$ cat src/hdl/wsad_pkg.sv
`default_nettype none

package wsad_pkg;

    localparam int SAMPLE_W = 32;
    localparam int ACC_W    = 64;

    // Entries in the queue between the front and back parts.
    localparam int QUEUE_DEPTH = 4;
    localparam int QUEUE_IDX_W = $clog2(QUEUE_DEPTH);
    localparam int QUEUE_CNT_W = $clog2(QUEUE_DEPTH + 1);

    // One classified sample as handed from the front to the back.
    typedef struct packed {
        logic [SAMPLE_W-1:0] sample;
        logic [SAMPLE_W-1:0] diff;
        logic                last;
        logic                too_long;
    } wsad_item_t;

    localparam int ITEM_W = $bits(wsad_item_t);

endpackage

`default_nettype wire

$ cat src/hdl/wsad_front.sv
`default_nettype none

module wsad_front #(
    parameter int MAX_SAMPLES = 4096,
    parameter int POS_W       = $clog2(MAX_SAMPLES)
) (
    input  wire logic                           aclk,
    input  wire logic                           aresetn,
    input  wire logic                           in_valid,
    output logic                                in_ready,
    input  wire logic [wsad_pkg::SAMPLE_W-1:0]  in_sample,
    input  wire logic                           in_last,
    output logic                                push_valid,
    input  wire logic                           push_ready,
    output wsad_pkg::wsad_item_t                push_item,
    output logic [POS_W-1:0]                    push_position
);

    localparam logic [POS_W-1:0] POS_LAST = POS_W'(MAX_SAMPLES - 1);

    logic [wsad_pkg::SAMPLE_W-1:0] previous_sample_reg, previous_sample_next;
    logic [POS_W-1:0]              position_reg, position_next;
    logic                          first_pending_reg, first_pending_next;
    logic                          overflowed_reg, overflowed_next;
    logic [wsad_pkg::SAMPLE_W-1:0] abs_diff;
    logic                          accepted;

    assign in_ready   = push_ready;
    assign push_valid = in_valid;
    assign accepted   = in_valid && push_ready;

    assign abs_diff = (in_sample > previous_sample_reg) ? in_sample - previous_sample_reg
                                                        : previous_sample_reg - in_sample;

    always_comb begin
        push_item.sample   = in_sample;
        push_item.diff     = first_pending_reg ? '0 : abs_diff;
        push_item.last     = in_last;
        push_item.too_long = overflowed_reg;
        push_position      = position_reg;
    end

    always_comb begin
        previous_sample_next = previous_sample_reg;
        position_next        = position_reg;
        first_pending_next   = first_pending_reg;
        overflowed_next      = overflowed_reg;
        if (accepted) begin
            previous_sample_next = in_sample;
            if (in_last) begin
                position_next      = '0;
                first_pending_next = 1'b1;
                overflowed_next    = 1'b0;
            end else begin
                first_pending_next = 1'b0;
                // The position counter wraps, and the window is then marked too long.
                if (position_reg == POS_LAST) begin
                    position_next   = '0;
                    overflowed_next = 1'b1;
                end else begin
                    position_next = position_reg + 1'b1;
                end
            end
        end
    end

    always_ff @(posedge aclk) begin
        if (!aresetn) begin
            previous_sample_reg <= '0;
            position_reg        <= '0;
            first_pending_reg   <= 1'b1;
            overflowed_reg      <= 1'b0;
        end else begin
            previous_sample_reg <= previous_sample_next;
            position_reg        <= position_next;
            first_pending_reg   <= first_pending_next;
            overflowed_reg      <= overflowed_next;
        end
    end

`ifndef SYNTHESIS
    a_overflow_not_first: assert property (@(posedge aclk) disable iff (!aresetn)
        overflowed_reg |-> !first_pending_reg)
        else $error("overflow flag set at the start of a window");
`endif

endmodule

`default_nettype wire

$ cat src/hdl/wsad_queue.sv
`default_nettype none

module wsad_queue #(
    parameter int WIDTH = 8
) (
    input  wire logic             aclk,
    input  wire logic             aresetn,
    input  wire logic             push_valid,
    output logic                  push_ready,
    input  wire logic [WIDTH-1:0] push_data,
    input  wire logic             pop,
    output logic                  pop_valid,
    output logic [WIDTH-1:0]      pop_data
);

    localparam logic [wsad_pkg::QUEUE_CNT_W-1:0] FULL_COUNT =
        wsad_pkg::QUEUE_CNT_W'(wsad_pkg::QUEUE_DEPTH);

    logic [WIDTH-1:0]                 entries_reg [wsad_pkg::QUEUE_DEPTH];
    logic [wsad_pkg::QUEUE_IDX_W-1:0] wr_ptr_reg, wr_ptr_next;
    logic [wsad_pkg::QUEUE_IDX_W-1:0] rd_ptr_reg, rd_ptr_next;
    logic [wsad_pkg::QUEUE_CNT_W-1:0] count_reg, count_next;
    logic                             do_push, do_pop;

    assign push_ready = (count_reg != FULL_COUNT);
    assign pop_valid  = (count_reg != '0);
    assign pop_data   = entries_reg[rd_ptr_reg];
    assign do_push    = push_valid && push_ready;
    assign do_pop     = pop && pop_valid;

    always_comb begin
        wr_ptr_next = do_push ? wr_ptr_reg + 1'b1 : wr_ptr_reg;
        rd_ptr_next = do_pop ? rd_ptr_reg + 1'b1 : rd_ptr_reg;
        count_next  = count_reg;
        if (do_push && !do_pop) begin
            count_next = count_reg + 1'b1;
        end else if (do_pop && !do_push) begin
            count_next = count_reg - 1'b1;
        end
    end

    always_ff @(posedge aclk) begin
        if (!aresetn) begin
            wr_ptr_reg <= '0;
            rd_ptr_reg <= '0;
            count_reg  <= '0;
        end else begin
            wr_ptr_reg <= wr_ptr_next;
            rd_ptr_reg <= rd_ptr_next;
            count_reg  <= count_next;
        end
    end

    always_ff @(posedge aclk) begin
        if (do_push) begin
            entries_reg[wr_ptr_reg] <= push_data;
        end
    end

`ifndef SYNTHESIS
    a_count_bound: assert property (@(posedge aclk) disable iff (!aresetn)
        count_reg <= FULL_COUNT)
        else $error("queue count beyond depth");

    a_count_track: assert property (@(posedge aclk) disable iff (!aresetn)
        (do_push && !do_pop) |=> count_reg == $past(count_reg) + 1'b1)
        else $error("queue count missed a push");
`endif

endmodule

`default_nettype wire

$ cat src/hdl/wsad_back.sv
`default_nettype none

module wsad_back #(
    parameter int POS_W = 12
) (
    input  wire logic                         aclk,
    input  wire logic                         aresetn,
    input  wire logic                         include_weighted,
    input  wire logic                         head_valid,
    input  wire wsad_pkg::wsad_item_t         head_item,
    input  wire logic [POS_W-1:0]             head_position,
    output logic                              pop,
    output logic                              out_valid,
    input  wire logic                         out_ready,
    output logic [wsad_pkg::ACC_W-1:0]        out_total,
    output logic [wsad_pkg::ACC_W-1:0]        out_abs_diff_total,
    output logic [wsad_pkg::ACC_W-1:0]        out_weighted_total,
    output logic                              out_too_long
);

    localparam int PROD_W = POS_W + wsad_pkg::SAMPLE_W;

    logic                         advance;
    logic [PROD_W-1:0]            product;

    logic                         a_valid_reg;
    wsad_pkg::wsad_item_t         a_item_reg;
    logic [PROD_W-1:0]            a_prod_reg;

    logic [wsad_pkg::ACC_W-1:0]   sum_acc_reg, sum_acc_next;
    logic [wsad_pkg::ACC_W-1:0]   diff_acc_reg, diff_acc_next;
    logic [wsad_pkg::ACC_W-1:0]   weighted_acc_reg, weighted_acc_next;
    logic [wsad_pkg::ACC_W-1:0]   sum_new, diff_new, weighted_new;

    logic                         out_valid_reg, out_valid_next;
    logic [wsad_pkg::ACC_W-1:0]   out_total_reg, out_total_next;
    logic [wsad_pkg::ACC_W-1:0]   out_diff_reg, out_diff_next;
    logic [wsad_pkg::ACC_W-1:0]   out_weighted_reg, out_weighted_next;
    logic                         out_too_long_reg, out_too_long_next;

    // The whole back part moves only while the result register is free or being emptied.
    assign advance = !out_valid_reg || out_ready;
    assign pop     = advance && head_valid;

    assign product = {{wsad_pkg::SAMPLE_W{1'b0}}, head_position}
                   * {{POS_W{1'b0}}, head_item.sample};

    always_ff @(posedge aclk) begin
        if (!aresetn) begin
            a_valid_reg <= 1'b0;
        end else if (advance) begin
            a_valid_reg <= head_valid;
        end
    end

    always_ff @(posedge aclk) begin
        if (advance) begin
            a_item_reg <= head_item;
            a_prod_reg <= product;
        end
    end

    assign sum_new      = sum_acc_reg + wsad_pkg::ACC_W'(a_item_reg.sample);
    assign diff_new     = diff_acc_reg + wsad_pkg::ACC_W'(a_item_reg.diff);
    assign weighted_new = weighted_acc_reg + wsad_pkg::ACC_W'(a_prod_reg);

    always_comb begin
        sum_acc_next      = sum_acc_reg;
        diff_acc_next     = diff_acc_reg;
        weighted_acc_next = weighted_acc_reg;
        out_valid_next    = out_valid_reg;
        out_total_next    = out_total_reg;
        out_diff_next     = out_diff_reg;
        out_weighted_next = out_weighted_reg;
        out_too_long_next = out_too_long_reg;
        if (advance) begin
            out_valid_next = 1'b0;
            if (a_valid_reg) begin
                if (a_item_reg.last) begin
                    out_valid_next    = 1'b1;
                    out_total_next    = sum_new;
                    out_diff_next     = diff_new;
                    out_weighted_next = include_weighted ? weighted_new : '0;
                    out_too_long_next = a_item_reg.too_long;
                    sum_acc_next      = '0;
                    diff_acc_next     = '0;
                    weighted_acc_next = '0;
                end else begin
                    sum_acc_next      = sum_new;
                    diff_acc_next     = diff_new;
                    weighted_acc_next = weighted_new;
                end
            end
        end
    end

    always_ff @(posedge aclk) begin
        if (!aresetn) begin
            sum_acc_reg      <= '0;
            diff_acc_reg     <= '0;
            weighted_acc_reg <= '0;
            out_valid_reg    <= 1'b0;
        end else begin
            sum_acc_reg      <= sum_acc_next;
            diff_acc_reg     <= diff_acc_next;
            weighted_acc_reg <= weighted_acc_next;
            out_valid_reg    <= out_valid_next;
        end
    end

    always_ff @(posedge aclk) begin
        out_total_reg    <= out_total_next;
        out_diff_reg     <= out_diff_next;
        out_weighted_reg <= out_weighted_next;
        out_too_long_reg <= out_too_long_next;
    end

    assign out_valid          = out_valid_reg;
    assign out_total          = out_total_reg;
    assign out_abs_diff_total = out_diff_reg;
    assign out_weighted_total = out_weighted_reg;
    assign out_too_long       = out_too_long_reg;

`ifndef SYNTHESIS
    a_result_from_last: assert property (@(posedge aclk) disable iff (!aresetn)
        $rose(out_valid_reg) |-> $past(a_valid_reg && a_item_reg.last && advance))
        else $error("result raised without a closing sample");

    a_clear_after_window: assert property (@(posedge aclk) disable iff (!aresetn)
        (advance && a_valid_reg && a_item_reg.last)
            |=> (sum_acc_reg == '0 && diff_acc_reg == '0 && weighted_acc_reg == '0))
        else $error("sums not cleared after a window");
`endif

endmodule

`default_nettype wire

$ cat src/hdl/window_sum_weighted_absdiff.sv
// m_tvalid rises after the last sample passes the queue, stage A and the result register.
// Throughput: one sample per cycle while m_tready stays high; the four-entry queue between
// the classifying front and the accumulating back absorbs short stalls on either side.
// The back part is a two-stage pipeline: position times sample, then three 64-bit adds.
// Reset (aresetn low, synchronous) empties the queue, clears all sums and window state,
// and sets include_weighted to 1.
`default_nettype none

module window_sum_weighted_absdiff #(
    parameter int MAX_SAMPLES = 4096
) (
    input  wire logic         aclk,
    input  wire logic         aresetn,
    input  wire logic         cfg_valid,
    output logic              cfg_ready,
    input  wire logic         cfg_data,     // include_weighted
    input  wire logic         s_tvalid,
    output logic              s_tready,
    input  wire logic [31:0]  s_tdata,      // sample
    input  wire logic         s_tlast,      // last
    output logic              m_tvalid,
    input  wire logic         m_tready,
    output logic [191:0]      m_tdata,      // total, abs_diff_total, weighted_total
    output logic              m_tuser       // too_long
);

    localparam int POS_W   = $clog2(MAX_SAMPLES);
    localparam int ENTRY_W = wsad_pkg::ITEM_W + POS_W;

    logic                 include_weighted_reg, include_weighted_next;
    logic                 push_valid, push_ready;
    wsad_pkg::wsad_item_t push_item;
    logic [POS_W-1:0]     push_position;
    logic                 pop, head_valid;
    logic [ENTRY_W-1:0]   head_entry;
    wsad_pkg::wsad_item_t head_item;
    logic [POS_W-1:0]     head_position;
    logic [63:0]          total, abs_diff_total, weighted_total;

    assign cfg_ready             = 1'b1;
    assign include_weighted_next = (cfg_valid && cfg_ready) ? cfg_data : include_weighted_reg;

    always_ff @(posedge aclk) begin
        if (!aresetn) begin
            include_weighted_reg <= 1'b1;
        end else begin
            include_weighted_reg <= include_weighted_next;
        end
    end

    wsad_front #(
        .MAX_SAMPLES (MAX_SAMPLES),
        .POS_W       (POS_W)
    ) u_front (
        .aclk          (aclk),
        .aresetn       (aresetn),
        .in_valid      (s_tvalid),
        .in_ready      (s_tready),
        .in_sample     (s_tdata),
        .in_last       (s_tlast),
        .push_valid    (push_valid),
        .push_ready    (push_ready),
        .push_item     (push_item),
        .push_position (push_position)
    );

    wsad_queue #(
        .WIDTH (ENTRY_W)
    ) u_queue (
        .aclk       (aclk),
        .aresetn    (aresetn),
        .push_valid (push_valid),
        .push_ready (push_ready),
        .push_data  ({push_position, push_item}),
        .pop        (pop),
        .pop_valid  (head_valid),
        .pop_data   (head_entry)
    );

    assign head_item     = head_entry[wsad_pkg::ITEM_W-1:0];
    assign head_position = head_entry[ENTRY_W-1:wsad_pkg::ITEM_W];

    wsad_back #(
        .POS_W (POS_W)
    ) u_back (
        .aclk               (aclk),
        .aresetn            (aresetn),
        .include_weighted   (include_weighted_reg),
        .head_valid         (head_valid),
        .head_item          (head_item),
        .head_position      (head_position),
        .pop                (pop),
        .out_valid          (m_tvalid),
        .out_ready          (m_tready),
        .out_total          (total),
        .out_abs_diff_total (abs_diff_total),
        .out_weighted_total (weighted_total),
        .out_too_long       (m_tuser)
    );

    assign m_tdata = {weighted_total, abs_diff_total, total};

endmodule

`default_nettype wire

$ cat config.mk
export PLATFORM = sky130hd
export DESIGN_NAME = window_sum_weighted_absdiff
export DESIGN_NICKNAME = d
export VERILOG_FILES = /design/src/hdl/wsad_pkg.sv /design/src/hdl/wsad_front.sv /design/src/hdl/wsad_queue.sv /design/src/hdl/wsad_back.sv /design/src/hdl/window_sum_weighted_absdiff.sv
export SDC_FILE = /design/constraint.sdc
export NUM_CORES = 2
export LEC_CHECK = 0
export BUFFER_PORTS_ARGS = -buffer_cell sky130_fd_sc_hd__buf_4
export CAP_MARGIN = 15
export CORE_ASPECT_RATIO = 1.25
export CORE_MARGIN = 3
export CORE_UTILIZATION = 35
export CTS_CLUSTER_SIZE = 20
export DETAILED_ROUTE_END_ITERATION = 8
export GPL_ROUTABILITY_DRIVEN = 0
export PLACE_DENSITY = 0.58
export SYNTH_ARGS = -nofsm -noshare
export SYNTH_HDL_FRONTEND = slang
export SYNTH_SLANG_ARGS = --single-unit
$ cat constraint.sdc
create_clock -name aclk -period 21.5 [get_ports aclk]
set_clock_uncertainty 0.2 [all_clocks]
set_input_delay 2.15 -clock aclk [delete_from_list [all_inputs] [get_ports aclk]]
set_output_delay 2.15 -clock aclk [all_outputs]
set_load 0.1 [all_outputs]
**Yosys cells after proc, flatten, opt, wreduce, memory -nomap -nowiden**

Memory sizes are Yosys's and may differ from the RTL's. A register that Yosys moved wholly into a read port is not among the register bits.
Cells that the tools add are included.
Widths: inputs -> output; s select.

- Add/sub/neg operators: 10
- Multipliers: 1
- Divide/modulo/power cells: 0
- Order comparisons: 1
- Equality and inequality tests: 2
- Shifts and indexed selects: 0
- Muxes and demuxes: 18
- Bitwise logic cells: 0
- Reductions and logical operators: 15

Operator list:

| kind | count |
|---|---|
| $mux 64 | 3 |
| $add 64x32->64 | 2 |
| $add 64x44->64 | 1 |
| $mux 32 | 2 |
| $sub 32x32->32 | 2 |
| $mul 12x32->44 | 1 |
| $gt 32x32->1 | 1 |
| $mux 12 | 2 |
| $add 12x1->12 const B | 1 |
| $eq 12x12->1 const B | 1 |
| $mux 1 | 7 |
| $mux 3 | 2 |
| $logic_and 1x1->1 | 5 |
| $add 2x1->2 const B | 2 |
| $mux 2 | 2 |
| $reduce_and 2->1 | 2 |
| $reduce_bool 2->1 | 2 |
| $add 3x1->3 const B | 1 |
| $logic_not 1->1 | 3 |
| $ne 3x3->1 const B | 1 |
| $reduce_and 3->1 | 1 |
| $reduce_bool 3->1 | 1 |
| $sub 3x1->3 const B | 1 |
| $logic_or 1x1->1 | 1 |

- Bits in registers: 551
- Latch bits: 0
- Bits in writable memories: 312
- Bits in read-only memories: 0
- Input port bits: 39
- Memories kept: 1

Memory list:

| name | depth | width | rd ports | clocked after Yosys merged registers in | write ports | line | text |
|---|---|---|---|---|---|---|---|
| u_queue.entries_reg | 4 | 78 | 1 | 1 | 1 | wsad_queue.sv:19 | `logic [WIDTH-1:0] entries_reg [wsad_pkg::QUEUE_DEPTH];` |

**Depth between registers and ports, before layout**

- Depth after elaboration: 7
- Mapped depth: 27

**Hierarchy**

Synthesis repeated with hierarchy kept, for this count alone.

- Cells, all modules: 5081
- Area total of the unflattened synthesis: 54398.4 um^2

Modules (own cells, without submodules):

| module | instances | cells each | area each (um^2) | sequential area each (um^2) |
|---|---|---|---|---|
| wsad_back | 1 | 3794 | 36714.0 | 12982.5 |
| wsad_queue | 1 | 456 | 11747.5 | 9549.2 |
| wsad_front | 1 | 826 | 5891.9 | 920.9 |
| window_sum_weighted_absdiff | 1 | 5 | 45.0 | 20.0 |

**Worst setup path before layout**

OpenSTA, ideal clock, no wires.

- Path type: input-to-reg
- From: input m_tready
- To: register u_back.out_diff_reg (netlist bit u_back.out_abs_diff_total[0]) (enable)
- Setup time: 0.545 ns
- Arrival time: 9.561 ns
- Path slack: 11.194 ns
- Stages on the path: 6
- Buffers on the path: 2
- Cells stage by stage: nand2b_1 > and2_1 > clkbuf_1 > clkbuf_1 > nand2_1 > inv_1

- Word-level cells in the longest chain between the ends: 2

RTL lines:

| item | line | text |
|---|---|---|
| start: declaration | window_sum_weighted_absdiff.sv:22 | `input wire logic m_tready,` |
| $logic_or 1x1->1 | wsad_back.sv:42 | `assign advance = !out_valid_reg \|\| out_ready;` |
| $reduce_and 3->1 (no source line) | -- |  |
| end signal: assignment | wsad_back.sv:113 | `out_diff_reg <= out_diff_next;` |
| end: declaration | wsad_back.sv:37 | `logic [wsad_pkg::ACC_W-1:0] out_diff_reg, out_diff_next;` |

Every way passes these cells.
A chain may end at the register's enable or synchronous reset.

==> metrics.cfg <==
[outcome]
outcome=complete, no violations

[logic_synthesis]
synthesis.area_per_instance_um2=10.8
synthDominantCellAreaShare_pct=35.1
post_synth_inst_count=4875
synth.distinct_cells=89
synth_compound_area_share_pct=12.4
synth_mux_area_share_pct=3.64
mappedNetlistArea_um2=52700
synth_nets=5479
synth-seq-area-share_pct=44.6
number_of_enable_flip_flop_cells_after_synthesis=615
main_combinational_cell_family_by_area_after_synthesis=adder cells
ys_seq_elements=865
synthXorXnorAreaFrac_pct=4.19
synth.largest_area_cell=sky130_fd_sc_hd__edfxtp_1
ys.flop_type=sky130_fd_sc_hd__edfxtp_1
synth-warning-count=0
post_synth_and_or_nand_nor_area_fraction_pct=12.2
synth_adder_area_share_pct=17.8
synth-async-reset-ratio_pct=0
synth_top_cells_by_area=sky130_fd_sc_hd__edfxtp_1 (35%), sky130_fd_sc_hd__fa_1 (12%), sky130_fd_sc_hd__dfxtp_1 (9.5%), sky130_fd_sc_hd__ha_1 (6.2%), sky130_fd_sc_hd__nand2_1 (4.1%)

[worst_setup_path]
critical_path.reg2reg.endpoint=u_back.a_prod_reg[40]
crit_slowest_cell=sky130_fd_sc_hd__mux4_2
worstPathRequired_ps=21770
path_common_cell=sky130_fd_sc_hd__fa_1
critPathArrivalTime_ps=8740
criticalPathCategory=register to register
crit_chain=buf_4 > mux4_2 > nand2_1 > fa_1 > fa_1 > inv_1 > fa_1 > fa_1 > inv_1 > fa_1 > inv_1 > ha_1 > nand4_1 > nor2_1 > o21ai_0 > o21bai_1 > a41oi_1 > a211oi_1 > o21ai_0 > o21bai_1 > a21oi_1 > xnor2_1
critical_path.max_stage_delay_ps=950
critical_path.top_delay_family=adder cells
start_kind=register
cp-endpoint=u_back.a_prod_reg[40]
worst-r2r-cell-count=22
crit_fanout=41
worst_r2r_setup_slack_ps=13030
critPathCaptureType=register
worstSetupPathDepth=22
critical_path.n_buffers_inverters=4

[sta]
min_period_over_period_pct=39.4
final-setup-viol-count=0
timing_max_transition_violations_final=0
fmax_mhz=118
finalWorstSetupSlack_ps=13030
slew_headroom_pct=23.8
worst_tran_pin_value_ps=1140
clock_period_minus_final_worst_setup_slack_ps=8470
final.setup.tns_ps=0
hold_viol_final=0
timing.hold.ws_ps=251
rsz_0062_raised_after_global_routing=false

[clock_network]
numClockSinks=865
post_cts_resized=0
clk-insertion-delay-late_ps=720
clockBufferDepth=3
h-tree-depth=3
cts_root_buffer=sky130_fd_sc_hd__clkbuf_16
tritoncts=built
cts_setup_buffers=0
clk_pin_slew_ps=60
tritoncts_buffer_count=89
hold_buffers=0

[global_route]
gr-usage-all-layers_pct=17.8
number_of_global_route_vias_before_repair=37100
grt_overflow_total=0
maximum_number_of_pins_on_one_net_before_global_route_repair=69
antenna_violations_before_repair=3
first_pass_grt_wire_length_mm=217

[placement]
dp_hpwl_mm=101
dpl.cell_count=6883
preCtsSetupSlack_ps=12960
placement.io_buffers=233

[hold_path]
timing.hold.worst.class=register to register

[floorplan]
chipWidth_um=353
floorplan.initialDensity_pct=35.4
core_region_area_um2=149000
die_area_um2=155000
ios=235
dieHeight_um=440
std_cell_rows=158

[layout]
layout.cells.non_filler=7053
fill_cells=14200
largest_register_ffs=312
layout.cells.most_common=sky130_fd_sc_hd__edfxtp_1
area_delta_synth_final_pct=12.5
layout.cells.most_common_list=sky130_fd_sc_hd__edfxtp_1 (615), sky130_fd_sc_hd__nand2_1 (577), sky130_fd_sc_hd__inv_1 (462), sky130_fd_sc_hd__a21oi_1 (309), sky130_fd_sc_hd__fa_1 (306)
nNetsFinal=5578
drive_above_1_share_pct=10.7

[route]
drt-pass1-iter-count=8
drt-initial-drc-count=2360
wl_mm=141
postRouteAntennaNets=0
vias_per_cell=5.19
post_drt_wl_per_cell_um=19.9
detailroute.via_count=36600
post-route-drc-count=0

[flow_run]
maxCapViolations=0

-- cell type report --
type	count	area [µm²]	area share (%)
Timing Repair Buffer	262	1970	3.32
Clock buffer	107	2330	3.94
Clock inverter	60	688	1.16
Antenna cell	3	7.51	0.0127
Sequential cell	865	23500	39.6
Tap cell	2000	2500	4.22
Inverter	465	1760	2.97
Multi-Input combinational cell	3291	26500	44.7
-- synthesized netlist by cell type, drive strengths merged, types with 5 or more instances --
library cell,instances
o31ai,27
nor2b,26
buf,36
a2111oi,13
nand2b,21
a22o,39
nand3,64
o21ai,206
or4,6
xor2,93
a21o,93
a41oi,19
mux4,78
nor4,8
a21boi,9
mux2i,15
o21a,27
and4,12
dfxtp,250
or2,8
nand3b,14
o211ai,16
a211oi,28
clkbuf,218
o21bai,32
o41ai,5
nand2,581
a311oi,9
or3,43
ha,259
and3,49
a22oi,59
inv,464
xnor2,159
nor2,283
fa,306
a221oi,11
edfxtp,615
nor3,24
a31oi,59
nand4,59
a21oi,311
a31o,5
and2,167
-- cell families after synthesis --
family | Yosys count
AND/OR/NAND/NOR | 1375
AO/OA/AOI/OAI | 1004
flip-flops | 865
buffers and inverters | 719
adder cells (fa/ha/maj) | 565
XOR/XNOR | 252
multiplexers | 94
other | 1
-- routing by layer --
layer | GRT usage (%) | vias up | share of wire (%)
met5 | 0 | - | 0
met4 | 4.18 | 0 | 1.9
met3 | 2.53 | 159 | 4.7
met2 | 30.9 | 917 | 49
met1 | 23.6 | 18300 | 45
li1 | - | 17200 | -
-- stage by stage --
step	area, µm²	utilization (%)
finish	59300	39.8
floorplan	52700	-
global placement	56200	37.8
global route	59200	39.8
CTS	59200	39.8
detailed placement	56200	37.8
-- how the worst min path moves through the flow --
stage,start,end,depth (start not counted)
2_1_floorplan,u_back.a_item_reg[0],u_back.out_too_long,0
3_3_place_gp,u_back.a_item_reg[0],u_back.out_too_long,0
3_5_place_dp,u_front.previous_sample_reg[31],u_front.previous_sample_reg[31],2
4_1_cts,u_front.previous_sample_reg[31],u_front.previous_sample_reg[31],2
5_1_grt,u_back.a_item_reg[0],u_back.out_too_long,0
6_report,u_back.a_item_reg[0],u_back.out_too_long,0
-- worst register-to-register path, cell delays in order, from the launching register on --
cell	delay [ps]
sky130_fd_sc_hd__dfxtp_4	900
sky130_fd_sc_hd__buf_4	800
sky130_fd_sc_hd__mux4_2	950
sky130_fd_sc_hd__nand2_1	250
sky130_fd_sc_hd__fa_1	450
sky130_fd_sc_hd__fa_1	510
sky130_fd_sc_hd__inv_1	50
sky130_fd_sc_hd__fa_1	490
sky130_fd_sc_hd__fa_1	490
sky130_fd_sc_hd__inv_1	50
sky130_fd_sc_hd__fa_1	480
sky130_fd_sc_hd__inv_1	50
sky130_fd_sc_hd__ha_1	390
sky130_fd_sc_hd__nand4_1	140
sky130_fd_sc_hd__nor2_1	140
sky130_fd_sc_hd__o21ai_0	100
sky130_fd_sc_hd__o21bai_1	210
sky130_fd_sc_hd__a41oi_1	230
sky130_fd_sc_hd__a211oi_1	610
sky130_fd_sc_hd__o21ai_0	330
sky130_fd_sc_hd__o21bai_1	200
sky130_fd_sc_hd__a21oi_1	100
sky130_fd_sc_hd__xnor2_1	130
Power is left out: the tool's default activity adds up to more than one toggle a clock period on the data nets, which glitch-free logic cannot reach.
